--- config.mk ---
export PLATFORM = sky130hd
export DESIGN_NAME = pid_controller_step
export DESIGN_NICKNAME = d
export VERILOG_FILES = /design/src/rtl/pcs_pkg.sv /design/src/rtl/pid_controller_step.sv /design/src/rtl/pcs_sermul.sv /design/src/rtl/pcs_serdiv.sv
export SDC_FILE = /design/constraint.sdc
export NUM_CORES = 2
export LEC_CHECK = 0
export ABC_AREA = 1
export BUFFER_PORTS_ARGS = -buffer_cell sky130_fd_sc_hd__buf_2
export CAP_MARGIN = 25
export CORE_MARGIN = 3
export CORE_UTILIZATION = 60
export DETAILED_ROUTE_END_ITERATION = 7
export GPL_TIMING_DRIVEN = 0
export HOLD_SLACK_MARGIN = 0.03
export PLACE_DENSITY = 0.77
export SYNTH_ARGS = -nofsm -noshare
export SYNTH_HDL_FRONTEND = slang
export SYNTH_HIERARCHICAL = 1
export SYNTH_SLANG_ARGS = --single-unit
--- constraint.sdc ---
create_clock -name clk -period 14.5 [get_ports clk]
set_input_delay 1.45 -clock clk [delete_from_list [all_inputs] [get_ports clk]]
set_output_delay 1.45 -clock clk [all_outputs]
set_load 0.005 [all_outputs]
--- src/rtl/pcs_pkg.sv ---
// Shared widths, register indexes and sideband bit positions for the PID step block.
// Used by the top level pid_controller_step; no dependencies of its own.
`timescale 1ns / 1ps
`default_nettype none

package pcs_pkg;

  localparam int DATA_WIDTH      = 16;
  localparam int ELAPSED_WIDTH   = 16;
  localparam int GAIN_WIDTH      = 16;
  localparam int ERR_WIDTH       = DATA_WIDTH + 1;
  localparam int DIFF_WIDTH      = DATA_WIDTH + 2;
  localparam int DRIVE_WIDTH     = 32;
  localparam int SUM_WIDTH       = 63;
  localparam int TERM_LIMIT_LOG2 = 60;
  localparam int CFG_INDEX_WIDTH = 8;

  localparam logic [CFG_INDEX_WIDTH-1:0] REG_PROP_GAIN  = 8'd0;
  localparam logic [CFG_INDEX_WIDTH-1:0] REG_INTEG_GAIN = 8'd1;
  localparam logic [CFG_INDEX_WIDTH-1:0] REG_DERIV_GAIN = 8'd2;
  localparam logic [CFG_INDEX_WIDTH-1:0] REG_SETPOINT   = 8'd3;

  localparam int USER_SAT_BIT  = 0;
  localparam int USER_ZERO_BIT = 1;

  localparam logic signed [GAIN_WIDTH-1:0] GAIN_RESET     = 16'sd256;
  localparam logic signed [DATA_WIDTH-1:0] SETPOINT_RESET = 16'sd0;

endpackage

`default_nettype wire

--- src/rtl/pid_controller_step.sv ---
// Top level of the PID step block: configuration registers, sequencer, integral and
// output saturation. Depends on pcs_pkg, pcs_sermul and pcs_serdiv.
`timescale 1ns / 1ps
`default_nettype none

// Each transferred sample (measurement, elapsed ticks) yields one drive value. A sample is
// taken only in the idle state, so the block is through with one sample before it takes the
// next: the error is formed, the first units are started, and the bit-serial derivative
// division runs alongside the proportional and integral-step products; their results are
// handed over and the integral is updated; the second units are started and form the integral
// and derivative gain products one gain bit per cycle; their results are handed over; then
// come the term clamp, the sum, the output saturation and the idle state. The result sits in an
// output register, so the next sample is taken while it waits to be read; a result that is
// still unread when the following one is ready holds the sequence until it is taken. Gains
// are signed Q8.8; an elapsed time of zero forces the derivative to zero, keeps the integral
// and sets zero_elapsed. Configuration must only be written while no sample is in flight.
module pid_controller_step
  import pcs_pkg::*;
#(
  parameter int FRAC_BITS      = 8,
  parameter int INTEGRAL_WIDTH = 48
) (
  input  wire logic                       clk,
  input  wire logic                       rst,
  // s_tdata: [15:0] measurement, [31:16] elapsed
  input  wire logic                       s_tvalid,
  output logic                            s_tready,
  input  wire logic [31:0]                s_tdata,
  // m_tdata: [31:0] drive
  output logic                            m_tvalid,
  input  wire logic                       m_tready,
  output logic [31:0]                     m_tdata,
  // m_tuser: [0] saturated, [1] zero_elapsed
  output logic [1:0]                      m_tuser,
  input  wire logic                       cfg_valid,
  output logic                            cfg_ready,
  input  wire logic [CFG_INDEX_WIDTH-1:0] cfg_index,
  input  wire logic [15:0]                cfg_data
);

  localparam int PROD_WIDTH  = ERR_WIDTH + ELAPSED_WIDTH + 1;
  localparam int PTERM_WIDTH = ERR_WIDTH + GAIN_WIDTH;
  localparam int DTERM_WIDTH = DIFF_WIDTH + GAIN_WIDTH;
  localparam int ITERM_WIDTH = INTEGRAL_WIDTH + GAIN_WIDTH;
  localparam int ISUM_WIDTH  = ((INTEGRAL_WIDTH > PROD_WIDTH) ? INTEGRAL_WIDTH : PROD_WIDTH) + 1;
  localparam int CMP_WIDTH   = (ITERM_WIDTH > SUM_WIDTH) ? ITERM_WIDTH : SUM_WIDTH;

  localparam logic signed [INTEGRAL_WIDTH-1:0] INTEG_MAX = {1'b0, {(INTEGRAL_WIDTH-1){1'b1}}};
  localparam logic signed [INTEGRAL_WIDTH-1:0] INTEG_MIN = {1'b1, {(INTEGRAL_WIDTH-1){1'b0}}};
  localparam logic signed [CMP_WIDTH-1:0] TERM_MAX =
    {{(CMP_WIDTH-TERM_LIMIT_LOG2){1'b0}}, {TERM_LIMIT_LOG2{1'b0}}} |
    (CMP_WIDTH'(1) << TERM_LIMIT_LOG2);
  localparam logic signed [CMP_WIDTH-1:0] TERM_MIN = -TERM_MAX;
  localparam logic signed [SUM_WIDTH-1:0] DRIVE_MAX =
    {{(SUM_WIDTH-DRIVE_WIDTH+1){1'b0}}, {(DRIVE_WIDTH-1){1'b1}}};
  localparam logic signed [SUM_WIDTH-1:0] DRIVE_MIN =
    {{(SUM_WIDTH-DRIVE_WIDTH+1){1'b1}}, {(DRIVE_WIDTH-1){1'b0}}};

  typedef enum logic [3:0] {
    S_IDLE,
    S_ERR,
    S_START1,
    S_WAIT1,
    S_INTEG,
    S_START2,
    S_WAIT2,
    S_CLAMP,
    S_SUM,
    S_OUT
  } state_t;

  state_t state;

  logic signed [GAIN_WIDTH-1:0]     prop_gain;
  logic signed [GAIN_WIDTH-1:0]     integ_gain;
  logic signed [GAIN_WIDTH-1:0]     deriv_gain;
  logic signed [DATA_WIDTH-1:0]     setpoint;

  logic signed [DATA_WIDTH-1:0]     meas_r;
  logic [ELAPSED_WIDTH-1:0]         elapsed_r;
  logic signed [ERR_WIDTH-1:0]      err_r;
  logic signed [ERR_WIDTH-1:0]      last_error;
  logic signed [DIFF_WIDTH-1:0]     diff_r;
  logic signed [DIFF_WIDTH-1:0]     deriv_r;
  logic signed [INTEGRAL_WIDTH-1:0] integral;
  logic                             zero_r;
  logic                             sat_int;
  logic signed [SUM_WIDTH-1:0]      term_i;
  logic signed [SUM_WIDTH-1:0]      pd_sum;
  logic signed [SUM_WIDTH-1:0]      sum_r;

  logic signed [ERR_WIDTH-1:0]      err_next;
  logic signed [DIFF_WIDTH-1:0]     diff_next;
  logic signed [ISUM_WIDTH-1:0]     isum;
  logic signed [INTEGRAL_WIDTH-1:0] integral_next;
  logic                             integ_clip;
  logic signed [CMP_WIDTH-1:0]      iterm_x;
  logic signed [SUM_WIDTH-1:0]      term_i_next;
  logic signed [SUM_WIDTH-1:0]      drv_shift;
  logic signed [DRIVE_WIDTH-1:0]    drive_next;
  logic                             drive_clip;

  logic                             start1;
  logic                             start2;
  logic                             prod_busy;
  logic                             pterm_busy;
  logic                             div_busy;
  logic                             iterm_busy;
  logic                             dterm_busy;
  logic signed [PROD_WIDTH-1:0]     prod;
  logic signed [PTERM_WIDTH-1:0]    pterm;
  logic signed [ITERM_WIDTH-1:0]    iterm;
  logic signed [DTERM_WIDTH-1:0]    dterm;
  logic signed [DIFF_WIDTH-1:0]     quot;

  assign cfg_ready = 1'b1;
  assign s_tready  = (state == S_IDLE);
  assign start1    = (state == S_START1);
  assign start2    = (state == S_START2);

  always_ff @(posedge clk) begin
    if (rst) begin
      prop_gain  <= GAIN_RESET;
      integ_gain <= GAIN_RESET;
      deriv_gain <= GAIN_RESET;
      setpoint   <= SETPOINT_RESET;
    end else if (cfg_valid && cfg_ready) begin
      unique case (cfg_index)
        REG_PROP_GAIN:  prop_gain  <= cfg_data;
        REG_INTEG_GAIN: integ_gain <= cfg_data;
        REG_DERIV_GAIN: deriv_gain <= cfg_data;
        REG_SETPOINT:   setpoint   <= cfg_data;
        default: ;
      endcase
    end
  end

  // Elapsed time enters the integral product as a non-negative signed operand.
  pcs_sermul #(.A_WIDTH(ERR_WIDTH), .B_WIDTH(ELAPSED_WIDTH + 1)) u_prod (
    .clk(clk), .rst(rst), .start(start1),
    .a(err_r), .b($signed({1'b0, elapsed_r})), .busy(prod_busy), .p(prod)
  );

  pcs_sermul #(.A_WIDTH(ERR_WIDTH), .B_WIDTH(GAIN_WIDTH)) u_pterm (
    .clk(clk), .rst(rst), .start(start1),
    .a(err_r), .b(prop_gain), .busy(pterm_busy), .p(pterm)
  );

  pcs_serdiv #(.N_WIDTH(DIFF_WIDTH), .D_WIDTH(ELAPSED_WIDTH)) u_div (
    .clk(clk), .rst(rst), .start(start1),
    .dividend(diff_r), .divisor(elapsed_r), .busy(div_busy), .quotient(quot)
  );

  pcs_sermul #(.A_WIDTH(INTEGRAL_WIDTH), .B_WIDTH(GAIN_WIDTH)) u_iterm (
    .clk(clk), .rst(rst), .start(start2),
    .a(integral), .b(integ_gain), .busy(iterm_busy), .p(iterm)
  );

  pcs_sermul #(.A_WIDTH(DIFF_WIDTH), .B_WIDTH(GAIN_WIDTH)) u_dterm (
    .clk(clk), .rst(rst), .start(start2),
    .a(deriv_r), .b(deriv_gain), .busy(dterm_busy), .p(dterm)
  );

  always_comb begin
    err_next  = ERR_WIDTH'(setpoint) - ERR_WIDTH'(meas_r);
    diff_next = DIFF_WIDTH'(err_next) - DIFF_WIDTH'(last_error);

    isum = ISUM_WIDTH'(integral) + ISUM_WIDTH'(prod);
    if (isum > ISUM_WIDTH'(INTEG_MAX)) begin
      integral_next = INTEG_MAX;
      integ_clip    = 1'b1;
    end else if (isum < ISUM_WIDTH'(INTEG_MIN)) begin
      integral_next = INTEG_MIN;
      integ_clip    = 1'b1;
    end else begin
      integral_next = INTEGRAL_WIDTH'(isum);
      integ_clip    = 1'b0;
    end

    // The integral term is limited to plus or minus two to the sixtieth before summing.
    iterm_x = CMP_WIDTH'(iterm);
    if (iterm_x > TERM_MAX) begin
      term_i_next = SUM_WIDTH'(TERM_MAX);
    end else if (iterm_x < TERM_MIN) begin
      term_i_next = SUM_WIDTH'(TERM_MIN);
    end else begin
      term_i_next = SUM_WIDTH'(iterm_x);
    end

    drv_shift = sum_r >>> FRAC_BITS;
    if (drv_shift > DRIVE_MAX) begin
      drive_next = DRIVE_WIDTH'(DRIVE_MAX);
      drive_clip = 1'b1;
    end else if (drv_shift < DRIVE_MIN) begin
      drive_next = DRIVE_WIDTH'(DRIVE_MIN);
      drive_clip = 1'b1;
    end else begin
      drive_next = DRIVE_WIDTH'(drv_shift);
      drive_clip = 1'b0;
    end
  end

  always_ff @(posedge clk) begin
    if (rst) begin
      state      <= S_IDLE;
      m_tvalid   <= 1'b0;
      integral   <= '0;
      last_error <= '0;
      sat_int    <= 1'b0;
    end else begin
      // In S_OUT the output register is refilled below instead.
      if (m_tvalid && m_tready && state != S_OUT) begin
        m_tvalid <= 1'b0;
      end
      unique case (state)
        S_IDLE: begin
          if (s_tvalid) begin
            meas_r    <= s_tdata[DATA_WIDTH-1:0];
            elapsed_r <= s_tdata[16 +: ELAPSED_WIDTH];
            state     <= S_ERR;
          end
        end
        S_ERR: begin
          err_r  <= err_next;
          diff_r <= diff_next;
          zero_r <= (elapsed_r == '0);
          state  <= S_START1;
        end
        S_START1: begin
          state <= S_WAIT1;
        end
        S_WAIT1: begin
          if (!(prod_busy || pterm_busy || div_busy)) begin
            state <= S_INTEG;
          end
        end
        S_INTEG: begin
          if (!zero_r) begin
            integral <= integral_next;
            sat_int  <= integ_clip;
            deriv_r  <= quot;
          end else begin
            sat_int  <= 1'b0;
            deriv_r  <= '0;
          end
          last_error <= err_r;
          state      <= S_START2;
        end
        S_START2: begin
          state <= S_WAIT2;
        end
        S_WAIT2: begin
          if (!(iterm_busy || dterm_busy)) begin
            state <= S_CLAMP;
          end
        end
        S_CLAMP: begin
          term_i <= term_i_next;
          pd_sum <= SUM_WIDTH'(pterm) + SUM_WIDTH'(dterm);
          state  <= S_SUM;
        end
        S_SUM: begin
          sum_r <= term_i + pd_sum;
          state <= S_OUT;
        end
        S_OUT: begin
          // Hold here until the output register is free or being emptied by this transfer.
          if (!m_tvalid || m_tready) begin
            m_tvalid                <= 1'b1;
            m_tdata                 <= drive_next;
            m_tuser[USER_SAT_BIT]  <= sat_int || drive_clip;
            m_tuser[USER_ZERO_BIT] <= zero_r;
            state                   <= S_IDLE;
          end
        end
        default: state <= S_IDLE;
      endcase
    end
  end

  a_accept_starts: assert property (@(posedge clk) disable iff (rst)
    (s_tvalid && s_tready) |=> (state == S_ERR))
    else $error("sample transfer did not start the sequence");

  a_idle_units: assert property (@(posedge clk) disable iff (rst)
    s_tready |-> !(prod_busy || pterm_busy || div_busy || iterm_busy || dterm_busy))
    else $error("arithmetic unit busy while ready for a new sample");

  a_zero_keeps_integral: assert property (@(posedge clk) disable iff (rst)
    (state == S_INTEG && zero_r) |=> $stable(integral))
    else $error("integral changed on a zero elapsed time");

  a_clip_bound: assert property (@(posedge clk) disable iff (rst)
    sat_int |-> (integral == INTEG_MAX || integral == INTEG_MIN))
    else $error("integral clip flagged but integral not at a bound");

endmodule

`default_nettype wire

--- src/rtl/pcs_sermul.sv ---
// Serial-parallel signed multiplier: the serial operand is consumed one bit per cycle.
// Standalone; instantiated by pid_controller_step.
`timescale 1ns / 1ps
`default_nettype none

module pcs_sermul #(
  parameter int A_WIDTH = 17,
  parameter int B_WIDTH = 16
) (
  input  wire logic                               clk,
  input  wire logic                               rst,
  input  wire logic                               start,
  input  wire logic signed [A_WIDTH-1:0]          a,
  input  wire logic signed [B_WIDTH-1:0]          b,
  output logic                                    busy,
  output logic signed [A_WIDTH+B_WIDTH-1:0]       p
);

  localparam int P_WIDTH = A_WIDTH + B_WIDTH;
  localparam int CNT_W   = $clog2(B_WIDTH + 1);

  logic signed [P_WIDTH-1:0] mcand;
  logic signed [P_WIDTH-1:0] acc;
  logic [B_WIDTH-1:0]        mplier;
  logic [CNT_W-1:0]          cnt;

  always_ff @(posedge clk) begin
    if (rst) begin
      busy <= 1'b0;
      cnt  <= '0;
    end else if (start) begin
      busy <= 1'b1;
      cnt  <= CNT_W'(B_WIDTH);
    end else if (busy) begin
      cnt <= cnt - CNT_W'(1);
      if (cnt == CNT_W'(1)) begin
        busy <= 1'b0;
      end
    end
  end

  // The top bit of the serial operand carries negative weight, so it is subtracted.
  always_ff @(posedge clk) begin
    if (start) begin
      mcand  <= P_WIDTH'(a);
      mplier <= b;
      acc    <= '0;
    end else if (busy) begin
      if (mplier[0]) begin
        if (cnt == CNT_W'(1)) begin
          acc <= acc - mcand;
        end else begin
          acc <= acc + mcand;
        end
      end
      mcand  <= mcand <<< 1;
      mplier <= mplier >> 1;
    end
  end

  assign p = acc;

endmodule

`default_nettype wire

--- src/rtl/pcs_serdiv.sv ---
// Restoring divider, one quotient bit per cycle: signed dividend over a nonzero unsigned
// divisor, quotient truncated toward zero. Standalone; instantiated by pid_controller_step.
`timescale 1ns / 1ps
`default_nettype none

module pcs_serdiv #(
  parameter int N_WIDTH = 18,
  parameter int D_WIDTH = 16
) (
  input  wire logic                      clk,
  input  wire logic                      rst,
  input  wire logic                      start,
  input  wire logic signed [N_WIDTH-1:0] dividend,
  input  wire logic [D_WIDTH-1:0]        divisor,
  output logic                           busy,
  output logic signed [N_WIDTH-1:0]      quotient
);

  localparam int CNT_W = $clog2(N_WIDTH + 1);

  logic [N_WIDTH-1:0] qreg;
  logic [D_WIDTH-1:0] rem;
  logic [D_WIDTH-1:0] dsor;
  logic               neg;
  logic [CNT_W-1:0]   cnt;
  logic [D_WIDTH:0]   trial;
  logic               fits;

  always_ff @(posedge clk) begin
    if (rst) begin
      busy <= 1'b0;
      cnt  <= '0;
    end else if (start) begin
      busy <= 1'b1;
      cnt  <= CNT_W'(N_WIDTH);
    end else if (busy) begin
      cnt <= cnt - CNT_W'(1);
      if (cnt == CNT_W'(1)) begin
        busy <= 1'b0;
      end
    end
  end

  always_comb begin
    trial = {rem, qreg[N_WIDTH-1]};
    fits  = (trial >= {1'b0, dsor});
  end

  // Dividend magnitude bits leave the top of qreg as quotient bits enter at the bottom.
  always_ff @(posedge clk) begin
    if (start) begin
      qreg <= dividend[N_WIDTH-1] ? N_WIDTH'(-dividend) : N_WIDTH'(dividend);
      neg  <= dividend[N_WIDTH-1];
      rem  <= '0;
      dsor <= divisor;
    end else if (busy) begin
      if (fits) begin
        rem <= D_WIDTH'(trial - {1'b0, dsor});
      end else begin
        rem <= trial[D_WIDTH-1:0];
      end
      qreg <= {qreg[N_WIDTH-2:0], fits};
    end
  end

  assign quotient = neg ? -$signed(qreg) : $signed(qreg);

endmodule

`default_nettype wire

After elaboration in Yosys (flattened, before gate mapping)

Cells that the tools add are included.

Input bits: 61
Output and inout bits: 37
Bits in registers: 919
Logic and storage cells: 206

Order comparisons: 7
Eq/ne operators: 22
Add/sub/neg operators: 21
Muxes and demuxes: 67
Bitwise operators: 2
Reduce and logical (&&, ||, !) cells: 35

Operators by type and width:

| cell                                                             | number |
|---|---|
| two-way mux 34 bit                                               | 6 |
| two-way mux 64 bit                                               | 3 |
| two-way mux 16 bit                                               | 9 |
| two-way mux 33 bit                                               | 3 |
| two-way mux 48 bit                                               | 2 |
| two-way mux 18 bit                                               | 4 |
| adder 34 bit                                                     | 2 |
| subtractor 34 bit                                                | 2 |
| adder 64 bit                                                     | 1 |
| greater-than comparator 64 x 62 -> 1 bit (second input constant) | 1 |
| less-than comparator 64 x 61 -> 1 bit (second input constant)    | 1 |
| subtractor 64 bit                                                | 1 |
| adder 63 bit                                                     | 1 |
| two-way mux 63 bit                                               | 1 |
| greater-than comparator 55 x 32 -> 1 bit (second input constant) | 1 |
| less-than comparator 55 x 32 -> 1 bit (second input constant)    | 1 |
| two-way mux 5 bit                                                | 10 |
| adder 48 x 34 -> 49 bit                                          | 1 |
| greater-than comparator 49 x 48 -> 1 bit (second input constant) | 1 |
| less-than comparator 49 x 48 -> 1 bit (second input constant)    | 1 |
| case mux 4 bit (10 select lines)                                 | 1 |
| negation 18 bit                                                  | 2 |
| adder 33 x 34 -> 35 bit                                          | 1 |
| adder 33 bit                                                     | 1 |
| 30 further kinds                                                 | 97 |

Logic depth before layout (Yosys ltp)

Depth in word-level cells: 5
Gate-level depth with buffers: 29
Mapped depth without buffers: 29

Modules after synthesis

The synthesis kept the hierarchy.

By module, submodules not included:

| module               | sequential area each (um2) | instances | cells an instance | area an instance (um2) |
|---|---|---|---|---|
| pid_controller_step  | 10,900.5                   | 1         | 3,297             | 25,712.2 |
| pcs_sermul (u_iterm) | 3,803.6                    | 1         | 2,024             | 12,771.0 |
| pcs_sermul (u_pterm) | 2,252.2                    | 1         | 1,081             | 6,931.6 |
| pcs_sermul (u_dterm) | 2,302.2                    | 1         | 943               | 6,697.7 |
| pcs_sermul (u_prod)  | 2,332.2                    | 1         | 919               | 6,552.5 |
| pcs_serdiv           | 1,491.4                    | 1         | 581               | 4,181.5 |

Worst setup path after synthesis

No wires, ideal clock.

Path type: input-to-reg
Start: input port rst
End: register pd_sum[0], enable pin
Path buffers: 1
Data required time: 13.945 ns
Library setup time: 0.555 ns
Stages on the path: 2
Path slack: 8.192 ns
Data arrival time: 5.753 ns
Cells stage by stage: clkbuf_1 -> nor2_1

Longest elaborated chain between the ends: 2

Ends and longest elaborated chain:

| item                          | RTL line                   | source |
|---|---|---|
| start, declared               | pid_controller_step.sv:24  | `input wire logic rst,` |
| inverter 1 bit (no line)      | n/a                        |  |
| AND reduction 2 bit (no line) | n/a                        |  |
| end signal, assigned          | pid_controller_step.sv:259 | `pd_sum <= SUM_WIDTH'(pterm) + SUM_WIDTH'(dterm);` |
| end, declared                 | pid_controller_step.sv:89  | `logic signed [SUM_WIDTH-1:0] pd_sum;` |

No other way between the ends.
A chain may end at the register's enable or synchronous reset.

Worst setup path after layout

Start: register u_iterm.mcand[0]
End: register u_iterm.acc[52], in the netlist u_iterm/p[52]

Longest elaborated chain between the ends: 2
Elaborated cells on any way between the ends: 3
Those cells by class: 2 x add/sub; 1 x mux

Ends and longest elaborated chain:

| item                                              | RTL line                           | source |
|---|---|---|
| start, declared                                   | pcs_sermul.sv:22                   | `logic signed [P_WIDTH-1:0] mcand;` |
| start signal, assigned                            | pcs_sermul.sv:45                   | `mcand <= P_WIDTH'(a);` |
| start signal, assigned                            | pcs_sermul.sv:56                   | `mcand <= mcand <<< 1;` |
| adder 64 bit or subtractor 64 bit (tied branches) | pcs_sermul.sv:53, pcs_sermul.sv:51 |  |
| two-way mux 64 bit *                              | pcs_sermul.sv:50                   | `if (cnt == CNT_W'(1)) begin` |
| end signal, assigned                              | pcs_sermul.sv:51                   | `acc <= acc - mcand;` |
| end signal, assigned                              | pcs_sermul.sv:53                   | `acc <= acc + mcand;` |
| end, declared                                     | pcs_sermul.sv:23                   | `logic signed [P_WIDTH-1:0] acc;` |

Mark *: on every way between the ends. The rest lies on a longest branch, timed or not.

==> impl_metrics.py <==
metrics = {
    "routing": {
        "wl_per_cell_um": 18.2,
        "wirelength_mm": 191,
        "drtIter0Drc": 5996,
        "drcViolationCount": 0,
        "vias_per_cell": 5.61,
        "num_vias": 59000,
        "antenna_left": 0,
        "dr.pass1.iters": 7,
    },
    "yosys": {
        "yosysTopAreaCell": "edfxtp_1",
        "synth.top_cell.area_share": 0.257,
        "async_reset_ff_frac": 0,
        "ys_types": 74,
        "synth_edf_count": 538,
        "seq_area_frac_synth": 0.367,
        "ys_seq_elements": 884,
        "syn_area_um2": 62800,
        "synth_cells": 8845,
        "syn_avg_cell_area_um2": 7.11,
        "ys.flop_type": "edfxtp_1",
        "syn_nets": 9284,
        "yosys_warnings": 6,
        "yosys-top-cells-area": "edfxtp_1, nand2_1, dfxtp_1",
    },
    "global_route": {
        "grt_max_degree": 66,
        "grt_usage": 0.343,
        "grt_overflow": 0,
        "grt_pass1_wl_mm": 294,
        "first_global_vias": 54900,
        "antenna_found_initial": 2,
    },
    "cts": {
        "clock-sinks": 884,
        "cts-root-buf": "clkbuf_16",
        "clock_path_buffers": 3,
        "cts_made_buffers": 96,
        "path_clk_slew_ns": 0.06,
        "cts_setup_buffers": 0,
        "ctsHoldBuffers": 0,
        "htree_levels": 3,
        "cts_tree": "done",
        "cts_resized": 0,
        "clk_latency_ns": 0.73,
    },
    "sta": {
        "fmax_mhz": 235,
        "tightest_slew_ns": 1.07,
        "clock_skew_ns": 0.0655,
        "maxSlewViolCount": 0,
        "worst_slew_margin_rel": 0.286,
        "final-setup-viol-count": 0,
        "finalCritPeriodShare": 0.293,
        "final.min_clock_period_ns": 4.25,
        "fin_setup_tns_ns": 0,
        "grt_setup_unrepaired": "no",
        "worst_slack_ns": 10.25,
        "timing_hold_violations_final": 0,
    },
    "worst_setup_path": {
        "path_class": "flop to flop",
        "r2r_start": "u_iterm/mcand[0]$_SDFFCE_PN0P_",
        "cp.required_ns": 15.09,
        "r2r_slack_ns": 10.25,
        "path_max_fanout": 5,
        "start_kind": "flop",
        "reg2reg_to": "u_iterm/p[52]$_SDFFE_PP0P_",
        "crit_start": "u_iterm/mcand[0]$_SDFFCE_PN0P_",
        "cp.arrival_ns": 4.84,
        "cp-end-kind": "flop",
        "reg2reg_depth": 22,
    },
    "cells_and_area": {
        "final_nets": 9496,
        "fin_util": 0.663,
        "drive_above_1_share": 0.0659,
        "layout_common_cells": "nand2_1, inv_1, nor2_1",
        "mostFrequentLayoutCell": "nand2_1",
        "fin_cells": 10500,
        "area_growth_pct": 9.47,
    },
    "run": {
        "maxCapViolCount": 0,
    },
    "placed_design": {
        "dpl_worst_slack_ns": 10.09,
        "dp_cells": 10300,
        "io_buffers": 96,
        "gp_congestion": 0.991,
        "dp_hpwl_mm": 154,
    },
    "worst_hold_path": {
        "min_delay_path_depth": 2,
        "min_to": "last_error[7]$_SDFFE_PP0N_",
        "min_from": "last_error[7]$_SDFFE_PP0N_",
        "hold_class": "flop to flop",
    },
    "outcome": {
        "status": "finished, final reports clean",
    },
    "floorplan": {
        "pin_count": 98,
        "die_h_um": 330,
        "die_w_um": 330,
        "fp.coreArea_um2": 104000,
        "rows": 118,
        "die_area_um2": 109000,
        "initial_core_util": 0.606,
    },
    "power": {
        "vdd_drop_max_mv": 0.137,
        "power.total_mw": 12.4,
        "p_leak_nw": 32.1,
        "power_density_nw_per_um2": 180,
    },
}
cells in the mapped netlist (all sizes together), types with 13 or more instances:
cell and instances:
a21boi 19, a21o 35, a21oi 539, a31oi 30
buf 67, clkbuf 118, dfxtp 346, edfxtp 538
ha 369, inv 1326, nand2 2234, nand3 400
nand3b 26, nand4 93, nor2 1318, nor3 100
nor4 54, o211ai 21, o21a 21, o21ai 657
o21bai 49, o31ai 13, xnor2 62, xor2 336
state kept, by name, summed over array words and instances (netlist names), 18 cells and up:
| signal | count |
|---|---|
| sum_r | 55 |
| u_dterm/p | 34 |
| diff_r | 18 |
| pd_sum | 35 |
| u_pterm/mcand | 33 |
| u_iterm/p | 64 |
| m_tdata | 32 |
| u_dterm/mcand | 34 |
| deriv_r | 18 |
| integral | 48 |
| u_div/qreg | 18 |
| term_i | 63 |
| u_prod/p | 34 |
| u_pterm/p | 33 |
| u_iterm/mcand | 64 |
| u_prod/mcand | 34 |
cell families (layout without fill, tap and decap cells):
group	after synthesis	count (layout)	synth area share
AND/OR/NAND/NOR	4256	4256	0.283
XOR/XNOR	398	398	0.0555
adder cells (fa/ha/maj)	378	378	0.0763
flip-flops	884	884	0.367
other	2	3	0.000119
AO/OA/AOI/OAI	1411	1411	0.125
buffers and inverters	1516	1811	0.0932
metrics by stage:
stage | hold slack (ns) | cell area [um^2]
final | 0.465 | 68800
after global routing | 0.488 | 68800
after CTS | 0.464 | 68800
after detailed placement | 0.453 | 65400
after global placement | 0.449 | 65100
after floorplan | 0.424 | 62800
cell type report:
cell class / instances / area (um^2)
Inverter: 1331 / 5000
Fill cell: 9157 / 35000
Multi-Input combinational cell: 6445 / 34000
Buffer: 185 / 855
Sequential cell: 884 / 23100
Antenna cell: 1 / 2.50
Tap cell: 1380 / 1730
Timing Repair Buffer: 114 / 769
Clock buffer: 123 / 2590
Clock inverter: 58 / 808
worst max-delay path: stages, from the launching register on:
cell and delay, ns:
edfxtp_1 0.41, inv_1 0.12, ha_1 0.23, nand3_4 0.13, nor2_4 0.14, nand2_2 0.09
nor2_2 0.14, nand3_2 0.13, nor3_1 0.37, a31oi_1 0.23, xor2_1 0.23, ha_1 0.44
nand2_1 0.13, nor2_1 0.15, inv_1 0.07, nor2_1 0.21, nand2_1 0.14, nor3_1 0.15
nand2_1 0.16, nand3_1 0.13, nand3_1 0.17, nand2_1 0.13, inv_1 0.04
report_power, final:
part           internal [mW]  total [mW]  switching, mW
logic                   1.92        5.85           3.93
registers               3.38        3.91          0.535
clock network           1.49        2.60           1.11
total                   6.79        12.4           5.57
worst max path at each step:
stage | end | slack, ns
floorplan | pd_sum[0]$_DFFE_PP_ | 8.19
global placement | term_i[61]$_SDFFCE_PP0P_ | 6.35
detailed placement | meas_r[14]$_DFFE_PP_ | 10.09
CTS | u_iterm/p[42]$_SDFFE_PP0P_ | 10.36
global route | u_iterm/p[59]$_SDFFE_PP0P_ | 9.93
finish | u_iterm/p[52]$_SDFFE_PP0P_ | 10.25
per-layer routing:
metal,vias to the layer above,GRT usage,routed length [um]
li1,29100,-,-
met1,27300,0.464,82300
met4,0,0.140,8510
met3,418,0.0370,13400
met5,-,0,0
met2,2267,0.565,87300
(Power assumes the default switching activity.)
